$ cat config.mk
export PLATFORM = sky130hd
export DESIGN_NAME = lrp_ctrl
export DESIGN_NICKNAME = d
export VERILOG_FILES = /design/src/rtl/lrp_pkg.sv /design/src/rtl/lrp_ctrl.sv
export SDC_FILE = /design/constraint.sdc
export NUM_CORES = 1
export LEC_CHECK = 0
export BUFFER_PORTS_ARGS = -buffer_cell sky130_fd_sc_hd__buf_4
export CORE_AREA = 2 2 39 41
export DETAILED_ROUTE_END_ITERATION = 10
export DIE_AREA = 0 0 41 43
export SYNTH_ARGS = -nofsm -noshare
export SYNTH_HDL_FRONTEND = slang
export SYNTH_SLANG_ARGS = --single-unit
$ cat constraint.sdc
create_clock -name clk_i -period 3.73 [get_ports clk_i]
set_clock_uncertainty 0.15 [all_clocks]
set_input_delay 0.746 -clock clk_i [delete_from_list [all_inputs] [get_ports clk_i]]
set_output_delay 0.746 -clock clk_i [all_outputs]
set_load 0.005 [all_outputs]
$ cat src/rtl/lrp_pkg.sv
// ----------------------------------------------------------------------------
// lrp_pkg
// Shared widths, defaults and controller/datapath interface types for the
// loss run probability block.
// ----------------------------------------------------------------------------
`default_nettype none

package lrp_pkg;

  localparam int unsigned PROB_W  = 32;
  localparam int unsigned TRIAL_W = 20;
  localparam int unsigned RUN_W   = 10;
  localparam int unsigned IN_W    = 64;
  localparam int unsigned OUT_W   = 32;

  localparam logic [PROB_W-1:0] Q_ONE = 32'h8000_0000;

  localparam logic [15:0] MAX_RUN_DEF    = 16'd1023;
  localparam int          RING_DEPTH_DEF = 2048;
  localparam logic [31:0] MAX_TRIALS_DEF = 32'd1048575;

  typedef struct packed {
    logic load;
    logic pow_mul;
    logic pow_upd;
    logic cp_mul;
    logic cp_upd;
    logic st_rd;
    logic st_mul;
    logic st_acc;
    logic out_load;
  } cmd_t;

  typedef struct packed {
    logic pow_done;
    logic step_done;
    logic short_run;
  } status_t;

endpackage

`default_nettype wire

$ cat src/rtl/lrp_ctrl.sv
// ----------------------------------------------------------------------------
// lrp_ctrl
// Sequencer for the power loop, the recurrence steps and the output
// transaction of the loss run probability block.
// ----------------------------------------------------------------------------
`default_nettype none

module lrp_ctrl (
  input  wire               clk_i,
  input  wire               rst_ni,
  input  wire               in_valid_i,
  output logic              in_ready_o,
  output logic              out_valid_o,
  input  wire               out_ready_i,
  input  lrp_pkg::status_t  status_i,
  output lrp_pkg::cmd_t     cmd_o
);

  localparam logic [3:0] StIdle    = 4'd0;
  localparam logic [3:0] StPowMul  = 4'd1;
  localparam logic [3:0] StPowUpd  = 4'd2;
  localparam logic [3:0] StCpMul   = 4'd3;
  localparam logic [3:0] StCpUpd   = 4'd4;
  localparam logic [3:0] StStepRd  = 4'd5;
  localparam logic [3:0] StStepMul = 4'd6;
  localparam logic [3:0] StStepAcc = 4'd7;
  localparam logic [3:0] StFinish  = 4'd8;

  logic [3:0] state_q, state_d;
  logic       out_valid_q, out_valid_d;
  logic       out_free;

  assign out_free    = !out_valid_q || out_ready_i;
  assign in_ready_o  = (state_q == StIdle);
  assign out_valid_o = out_valid_q;

  always_comb begin
    state_d = state_q;
    cmd_o   = '0;
    unique case (state_q)
      StIdle: begin
        if (in_valid_i) begin
          cmd_o.load = 1'b1;
          state_d    = StPowMul;
        end
      end
      StPowMul: begin
        if (status_i.pow_done) begin
          state_d = StCpMul;
        end else begin
          cmd_o.pow_mul = 1'b1;
          state_d       = StPowUpd;
        end
      end
      StPowUpd: begin
        cmd_o.pow_upd = 1'b1;
        state_d       = StPowMul;
      end
      StCpMul: begin
        cmd_o.cp_mul = 1'b1;
        state_d      = StCpUpd;
      end
      StCpUpd: begin
        cmd_o.cp_upd = 1'b1;
        state_d      = StStepRd;
      end
      StStepRd: begin
        if (status_i.short_run || status_i.step_done) begin
          state_d = StFinish;
        end else begin
          cmd_o.st_rd = 1'b1;
          state_d     = StStepMul;
        end
      end
      StStepMul: begin
        cmd_o.st_mul = 1'b1;
        state_d      = StStepAcc;
      end
      StStepAcc: begin
        cmd_o.st_acc = 1'b1;
        state_d      = StStepRd;
      end
      StFinish: begin
        if (out_free) begin
          cmd_o.out_load = 1'b1;
          state_d        = StIdle;
        end
      end
      default: begin
        state_d = StIdle;
      end
    endcase
  end

  always_comb begin
    out_valid_d = out_valid_q;
    if (cmd_o.out_load) begin
      out_valid_d = 1'b1;
    end else if (out_ready_i) begin
      out_valid_d = 1'b0;
    end
  end

  always_ff @(posedge clk_i or negedge rst_ni) begin
    if (!rst_ni) begin
      state_q     <= StIdle;
      out_valid_q <= 1'b0;
    end else begin
      state_q     <= state_d;
      out_valid_q <= out_valid_d;
    end
  end

endmodule

`default_nettype wire

==> impl_metrics.ini, run 1 <==
[floorplan]
num_io_pins = 18
fp.dieArea_sq_um = 1760
die_h_microns = 43
num_rows = 14
width_of_the_die_microns = 41
initial_utilization = 0.228
floorplan.core_area_sq_um = 1380

[power]
cellPowerDensity_nw_per_um2 = 719
p_seq_frac = 0.358
power.leakage_nw = 0.230
post-layout-total-power_uw = 339
net-switching-power_uw = 138
swShare = 0.407
p_comb_frac = 0.450
worst_ir_drop_vdd_uv = 305
internal-power_uw = 201
clock_power_share = 0.192

[placement]
dp_hpwl_microns = 608
gp_congestion = 0.790
numPortBuffers = 17
post-place-cells = 68

[timing]
unrepaired_setup_endpoints_after_global_routing = false
tightest_slew_ns = 0.379
slew-limit-headroom = 0.747
finalCriticalPeriod_ns = 2.22
fin_hold_ws_ns = 0.140
timing.setup.tns_ns = 0
slew_viol_final = 0
finalSetupViolations = 0
maxClockFrequency_mhz = 450
final_cycle_share = 0.596
hold_viol = 0

[worst_setup_path]
start_kind = flip-flop
wp_data_arrival_ns = 1.33
rr_worst_depth = 3
timing.critical_path.from = state_q[3]
worstReg2RegEnd = state_q[0]
endpoint_kind = primary output
critical_path.max_fanout = 9
crit-reg2reg-launch = state_q[1]
rrSetupSlack_ns = 2.40
worst_ep_required_time_ns = 2.83
worst-setup-path-type = flip-flop to primary output

[routing]
via_to_cell_ratio = 4.75
wl_microns = 828
wire_per_inst_microns = 11.5
detail_route.iter0.violations = 11
drcViolationCount = 0
routed-via-count = 342
firstDrtPassIters = 4
ant_nets = 0

[yosys]
synth_compound_gate_area_share = 0.131
post_synth.cell_area_avg_sq_um = 8.30
synth_top_area_cell = sky130_fd_sc_hd__dfrtp_1
netlist.area_leader.share = 0.397
number_of_flops_mapped_to_enable_cells_by_yosys = 0
fraction_of_synthesized_area_in_multiplexers = 0
postSynthRegisterBits = 5
synth_cells = 38
netlist_top_cells_area = sky130_fd_sc_hd__dfrtp_1 40%, sky130_fd_sc_hd__nor3_1 6.3%, sky130_fd_sc_hd__nand2b_1 6.0%, sky130_fd_sc_hd__a21oi_1 4.8%, sky130_fd_sc_hd__nor2_1 4.8%
netlist_area_sq_um = 315
synth_fp_nets = 45
synth_top_family_by_area = simple AND/OR/NAND/NOR gates
synthArstFlopShare = 1.00
netlist_top_cells_count = 5 x sky130_fd_sc_hd__dfrtp_1, 4 x sky130_fd_sc_hd__nor2_1, 4 x sky130_fd_sc_hd__nor3_1
synth-xor-area-share = 0
yosys.cell_types.count = 20
area_fraction_in_and_or_nand_and_nor_cells_after_synthesis = 0.405
yosys.cell_count.top_type = sky130_fd_sc_hd__dfrtp_1
synth_fa_ha_area_frac = 0
synth_flop_cell = sky130_fd_sc_hd__dfrtp_1
synth_sequential_area_ratio = 0.397
synthesis.yosys.warnings = 0

[finish]
final_cells = 72
final_core_utilization = 0.341
final_layout_size_suffix_gt1_frac = 0.411
insertedDiodeCount = 0
areaGrowthSynthToFinish_pct = 49.6
nets = 64

[clock_network]
clkSinkCount = 5
cts.repair_timing.setup_buffer_count = 0
cts.htree.levels = 1
cts_tree = yes
cts.path.max_buffers = 2
total_clock_buffers_created_by_cts = 3
clock_root_buffer = sky130_fd_sc_hd__clkbuf_4
clock_insertion_delay_at_the_later_pin_of_the_skew_report_ns = 0.25
clk_pin_slew_ns = 0.05
cts_resized = 0
cts_hold_fix_bufs = 0

[grt]
grt_antenna_before_repair = 0
first_global_vias = 288
congestion_overflow_gr = 0
maximum_number_of_pins_on_one_net_before_global_route_repair = 10
global_route_wire_length_before_repair_microns = 1280
groute.usage.overall = 0.110

[job]
max_cap_viol_count = 0

[worst_hold_path]
min_path_type = primary input to asynchronous set/reset pin

[run_status]
outcome = finished, final reports clean
-- stage by stage --
| stage | worst slack [ns] | area, sq um |
|---|---|---|
| final | 1.51 | 472 |
| after global routing | 1.40 | 472 |
| after CTS | 1.51 | 472 |
| after detailed placement | 1.54 | 445 |
| after global placement | 1.55 | 445 |
| after floorplan | 1.70 | 315 |
-- worst max-delay path: stages, from the launching register on --
cell and delay, ns:
sky130_fd_sc_hd__dfrtp_1 0.48, sky130_fd_sc_hd__nand2b_4 0.22, sky130_fd_sc_hd__nor4_1 0.23, sky130_fd_sc_hd__buf_4 0.15
-- power groups by stage --
stage | Clock, mW | Combinational, mW | Sequential (mW)
finish | 0.0653 | 0.153 | 0.121
global route | 0.0696 | 0.170 | 0.126
CTS | 0.0657 | 0.155 | 0.120
detailed placement | 0 | 0.154 | 0.121
global placement | 0 | 0.153 | 0.119
floorplan | 0 | 0.113 | 0.0938
-- kinds of logic (layout without fill, tap and decap cells) --
kind of cell           count (synthesis)  after routing
AOI/OAI and AO/OA                      7              7
and+or+nand+nor                       22             22
DFF                                    5              5
buffers and inverters                  4             22
-- cells in the final DEF, fill, tap and decap left out --
master,instances
sky130_fd_sc_hd__a21o_1,1
sky130_fd_sc_hd__a21oi_1,3
sky130_fd_sc_hd__and2_1,1
sky130_fd_sc_hd__buf_4,17
sky130_fd_sc_hd__clkbuf_1,1
sky130_fd_sc_hd__clkbuf_4,3
sky130_fd_sc_hd__dfrtp_1,5
sky130_fd_sc_hd__inv_2,1
sky130_fd_sc_hd__nand2_1,3
sky130_fd_sc_hd__nand2b_1,3
sky130_fd_sc_hd__nand2b_4,1
sky130_fd_sc_hd__nand3_1,1
sky130_fd_sc_hd__nor2_1,4
sky130_fd_sc_hd__nor2b_1,1
sky130_fd_sc_hd__nor3_1,4
sky130_fd_sc_hd__nor4_1,2
sky130_fd_sc_hd__nor4_2,1
sky130_fd_sc_hd__o21ai_0,1
sky130_fd_sc_hd__o21ai_1,1
sky130_fd_sc_hd__o32ai_1,1
sky130_fd_sc_hd__or3_1,1
-- sequential cells by signal (all words and copies together), names as in the netlist --
register	flops
state_q	4
out_valid_o	1
-- worst max-delay path by stage --
stage	slack (ns)	depth (start not counted)	to
6_report	1.51	3	cmd_o[3]
5_1_grt	1.40	3	cmd_o[3]
4_1_cts	1.51	3	cmd_o[3]
3_5_place_dp	1.54	4	cmd_o[0]
3_3_place_gp	1.55	3	cmd_o[3]
2_1_floorplan	1.70	3	cmd_o[0]
-- per-layer routing --
layer	up-vias	wire, microns	track usage
met5	-	0	0
met4	0	0	0.0800
met3	0	40	0.0314
met2	11	408	0.141
met1	163	379	0.151
li1	168	-	-
-- layout make-up --
class                   count  area, sq um
fillers                   153          912
multi-input cells          29          169
repair buffers             17          128
flip-flops and latches      5          125
clock buffers               4         26.3
well taps                  16         20.0
inverters                   1         3.75
Power figures use the tool's default switching activity.
==> run 2, diff against run 1 <==
Clock period 3.73 ns to 2 ns, I/O delays scaled along.
==> run 2 against run 1 <==
  * Critical path depth is the same
  * Cell count rose by 1.4%
  * Total power rose by 85%
  * Sequential power is 85% higher
  * Largest power group unchanged
==> impl_metrics.ini, run 2 (same netlist as run 1, synthesis figures left out) <==
[timing]
slew-limit-headroom = 0.761
slew_viol_final = 0
final_cycle_share = 0.953
hold_viol = 0
finalSetupViolations = 0
fin_ws_ns = 0.0943
finalCriticalPeriod_ns = 1.91
tightest_slew_ns = 0.359
maxClockFrequency_mhz = 525
timing.setup.tns_ns = 0
unrepaired_setup_endpoints_after_global_routing = false

[worst_setup_path]
start_kind = flip-flop
worstReg2RegEnd = state_q[0]
timing.critical_path.cells = nand2b_4 > nor4_1 > buf_4
rr_worst_depth = 3
worst-setup-path-type = flip-flop to primary output
critical_path.max_stage_delay_ns = 0.48
critical_path.max_fanout = 9
timing.critical_path.slowest_stage_cell = sky130_fd_sc_hd__dfrtp_1
worst_ep_required_time_ns = 1.45
endpoint_kind = primary output
wp_data_arrival_ns = 1.36
rrSetupSlack_ns = 0.66
crit-reg2reg-launch = state_q[1]

[placement]
numPortBuffers = 17
detailedPlace.worstSlack_ns = 0.331
placement.cell_area_sq_um = 445
dp_hpwl_microns = 579
gp_congestion = 0.825

[worst_hold_path]
hp_start = out_ready_i
worst_hold_path.num_cells = 3
min_path_type = primary input to flip-flop
min_to = out_valid_o

[finish]
n_fill_cell = 140
final_cell_mix = 17 x sky130_fd_sc_hd__buf_4, 5 x sky130_fd_sc_hd__dfrtp_1, 4 x sky130_fd_sc_hd__nor2_1, 4 x sky130_fd_sc_hd__nor3_1
insertedDiodeCount = 0
finish.instance_area_sq_um = 482
top_register = state_q
nets = 65
final_core_utilization = 0.348
final_common_cell = sky130_fd_sc_hd__buf_4
areaGrowthSynthToFinish_pct = 52.8
final_layout_size_suffix_gt1_frac = 0.404
flip_flop_count_of_the_largest_register_after_layout = 4

[clock_network]
clock_root_buffer = sky130_fd_sc_hd__clkbuf_4
clock_insertion_delay_at_the_later_pin_of_the_skew_report_ns = 0.24
cts_tree = yes
clkSinkCount = 5
cts.htree.levels = 1
cts.path.max_buffers = 2
clk_pin_slew_ns = 0.04
cts_resized = 0
total_clock_buffers_created_by_cts = 3

[job]
max_cap_viol_count = 0

[power]
post-layout-total-power_uw = 626
worst_ir_drop_vdd_uv = 525
power.leakage_nw = 0.234
cellPowerDensity_nw_per_um2 = 1300

[routing]
drcViolationCount = 0
ant_nets = 0
wl_microns = 789
firstDrtPassIters = 4
via_to_cell_ratio = 4.51
wire_per_inst_microns = 10.8
routed-via-count = 329
detail_route.iter0.violations = 6

[floorplan]
die_h_microns = 43
floorplan.core_area_sq_um = 1380
fp.dieArea_sq_um = 1760
initial_utilization = 0.228
num_io_pins = 18
width_of_the_die_microns = 41
num_rows = 14

[grt]
first_global_vias = 292
grt_antenna_before_repair = 0
global_route_wire_length_before_repair_microns = 1230
congestion_overflow_gr = 0
groute.usage.overall = 0.108
maximum_number_of_pins_on_one_net_before_global_route_repair = 10

[run_status]
outcome = finished, final reports clean
## run 2: worst max-delay path by stage
stage	startpoint	endpoint	cells after the start
after global placement	state_q[3]	cmd_o[3]	3
after CTS	state_q[3]	cmd_o[3]	3
final	state_q[3]	cmd_o[3]	3
after floorplan	state_q[3]	cmd_o[8]	3
after global routing	state_q[2]	cmd_o[3]	3
after detailed placement	state_q[3]	cmd_o[3]	3
## run 2: what timing repair did
action	CTS	global route
hold buffers	1	0
setup endpoints to repair	0	0
setup buffers	0	0
hold endpoints to repair	5	0
## run 2: stage by stage
step,instances,hold slack [ns]
after floorplan,38,-0.0456
after global placement,68,0.0557
after detailed placement,68,0.0549
after CTS,73,0.300
after global routing,73,0.333
final,73,0.302
## run 2: layout make-up
| cell class | instances | area [sq um] | share of cell area |
|---|---|---|---|
| multi-input combinational | 29 | 169 | 0.351 |
| timing repair buffer | 18 | 138 | 0.286 |
| sequential | 5 | 125 | 0.260 |
| clock buffer | 4 | 26.3 | 0.0545 |
| tap | 16 | 20.0 | 0.0416 |
| inverter | 1 | 3.75 | 0.00779 |
## run 2: worst max-delay path, delay by kind of cell, from the launching register on
kind	cells	cell delay (ns)
buffers and inverters	1	0.16
DFF	1	0.48
and+or+nand+nor	2	0.47
## run 2: per-layer routing
metal | vias to the layer above | global-route usage | routed length (microns)
met2 | 11 | 0.128 | 401
met3 | 0 | 0.0157 | 47
met4 | 0 | 0.120 | 0
met5 | - | 0 | 0
met1 | 148 | 0.148 | 340
li1 | 170 | - | -
## run 2: where the power goes
part | internal, mW | switching, mW
sequential | 0.139 | 0.0842
combinational | 0.162 | 0.124
clock | 0.0754 | 0.0412
total | 0.377 | 0.250
==> run 3, diff against run 2 <==
Settings changed: CAP_MARGIN from default to 40, CTS_BUF_LIST from default to sky130_fd_sc_hd__clkbuf_4 sky130_fd_sc_hd__clkbuf_8 sky130_fd_sc_hd__clkbuf_16, HOLD_SLACK_MARGIN from default to 0.1.
==> run 3 against run 2 <==
  * Die area is the same
  * Design area grew 0.78%
  * Hold slack gained 0.0049 ns
  * Sequential power is essentially flat
  * Core utilization grew 0.27 points
  * Combinational power is essentially flat
  * Total power grew 1.9%
  * Non-clock buffer count is the same
  * Sequential share of layout area shrank 0.20 points
==> impl_metrics.ini, run 3 (same netlist as run 1, synthesis figures left out) <==
[timing]
fin_ws_ns = 0.0967
finalCriticalPeriod_ns = 1.90
fin_hold_ws_ns = 0.307
maxClockFrequency_mhz = 525
unrepaired_setup_endpoints_after_global_routing = false
finalSetupViolations = 0
final_cycle_share = 0.952
hold_viol = 0
slew_viol_final = 0
slew-limit-headroom = 0.757
timing.setup.tns_ns = 0
tightest_slew_ns = 0.365

[placement]
numPortBuffers = 17
dp_hpwl_microns = 579
gp_congestion = 0.825
detailedPlace.worstSlack_ns = 0.331

[clock_network]
cts_tree = yes
cts.path.max_buffers = 2
cts.htree.levels = 1
clk_pin_slew_ns = 0.04
cts_resized = 0
cts_hold_fix_bufs = 1
clock_root_buffer = sky130_fd_sc_hd__clkbuf_4
clkSinkCount = 5
clock_insertion_delay_at_the_later_pin_of_the_skew_report_ns = 0.24
cts.repair_timing.setup_buffer_count = 0
total_clock_buffers_created_by_cts = 3

[grt]
maximum_number_of_pins_on_one_net_before_global_route_repair = 10
first_global_vias = 294
groute.usage.overall = 0.109
congestion_overflow_gr = 0
global_route_wire_length_before_repair_microns = 1240
grt_antenna_before_repair = 0

[finish]
top_register = state_q
insertedDiodeCount = 0
nets = 65
final_common_cell = sky130_fd_sc_hd__buf_4
flip_flop_count_of_the_largest_register_after_layout = 4
final_layout_size_suffix_gt1_frac = 0.421
final_core_utilization = 0.351
areaGrowthSynthToFinish_pct = 54.0
final_cell_mix = 17 x sky130_fd_sc_hd__buf_4, 5 x sky130_fd_sc_hd__dfrtp_1, 4 x sky130_fd_sc_hd__nor2_1, 4 x sky130_fd_sc_hd__nor3_1, 4 x sky130_fd_sc_hd__clkbuf_4

[power]
worst_ir_drop_vdd_uv = 501
cellPowerDensity_nw_per_um2 = 1310
power.leakage_nw = 0.238

[worst_setup_path]
worst_ep_required_time_ns = 1.45
worst-setup-path-type = flip-flop to primary output
critical_path.max_stage_delay_ns = 0.48
wp_data_arrival_ns = 1.35
timing.critical_path.cells = nand2b_4 > nor4_1 > buf_4
start_kind = flip-flop
timing.critical_path.slowest_stage_cell = sky130_fd_sc_hd__dfrtp_1
critical_path.max_fanout = 9
endpoint_kind = primary output

[routing]
detail_route.iter0.violations = 6
wl_microns = 783
wire_per_inst_microns = 10.7
firstDrtPassIters = 4
drcViolationCount = 0
routed-via-count = 322
ant_nets = 0
via_to_cell_ratio = 4.41

[floorplan]
die_h_microns = 43
num_rows = 14
fp.dieArea_sq_um = 1760
width_of_the_die_microns = 41
initial_utilization = 0.228
floorplan.core_area_sq_um = 1380
num_io_pins = 18

[job]
max_cap_viol_count = 0

[worst_hold_path]
min_path_type = primary input to flip-flop

[run_status]
outcome = finished, final reports clean
run 3: path summary, 6_finish.rpt:
path	startpoint	slack [ns]	cells past startpoint	endpoint
max	state_q[3]	0.1	3	cmd_o[3]
min	out_ready_i	0.31	3	out_valid_o
max reg2reg	state_q[1]	0.67	3	state_q[0]
min reg2reg	out_valid_o	0.38	2	out_valid_o
max in group asynchronous	rst_ni	1.25	2	state_q[1]
min in group asynchronous	rst_ni	0.35	2	out_valid_o
run 3: report_power, final:
| group | internal [mW] | switching (mW) | leakage, nW |
|---|---|---|---|
| sequential | 0.139 | 0.0836 | 0.0643 |
| combinational | 0.162 | 0.123 | 0.155 |
| clock | 0.0889 | 0.0407 | 0.0184 |
| total | 0.390 | 0.248 | 0.238 |
run 3: per-stage QoR:
stage | instance area, sq um | total power [mW] | cells
final | 485 | 0.638 | 73
after global routing | 485 | 0.687 | 73
after CTS | 485 | 0.647 | 73
after detailed placement | 445 | 0.509 | 68
after global placement | 445 | 0.511 | 68
after floorplan | 315 | 0.385 | 38
run 3: area by class of cell:
type	count	area (sq um)
multi-input combinational	29	169
sequential	5	125
tap	16	20.0
timing repair buffer	18	138
clock buffer	4	30.0
inverter	1	3.75
fill	142	898
run 3: per-layer routing:
metal / wire length [microns] / track usage / vias up
met5: 0 / 0 / -
met4: 0 / 0.120 / 0
met3: 39 / 0.0157 / 0
met2: 411 / 0.131 / 7
met1: 332 / 0.148 / 145
li1: - / - / 170
run 3: worst max-delay path: cells and delay by family, from the launching register on:
kind                   cells  cell delay (ns)
flip-flops                 1             0.48
buffers and inverters      1             0.16
AND/OR/NAND/NOR            2             0.47
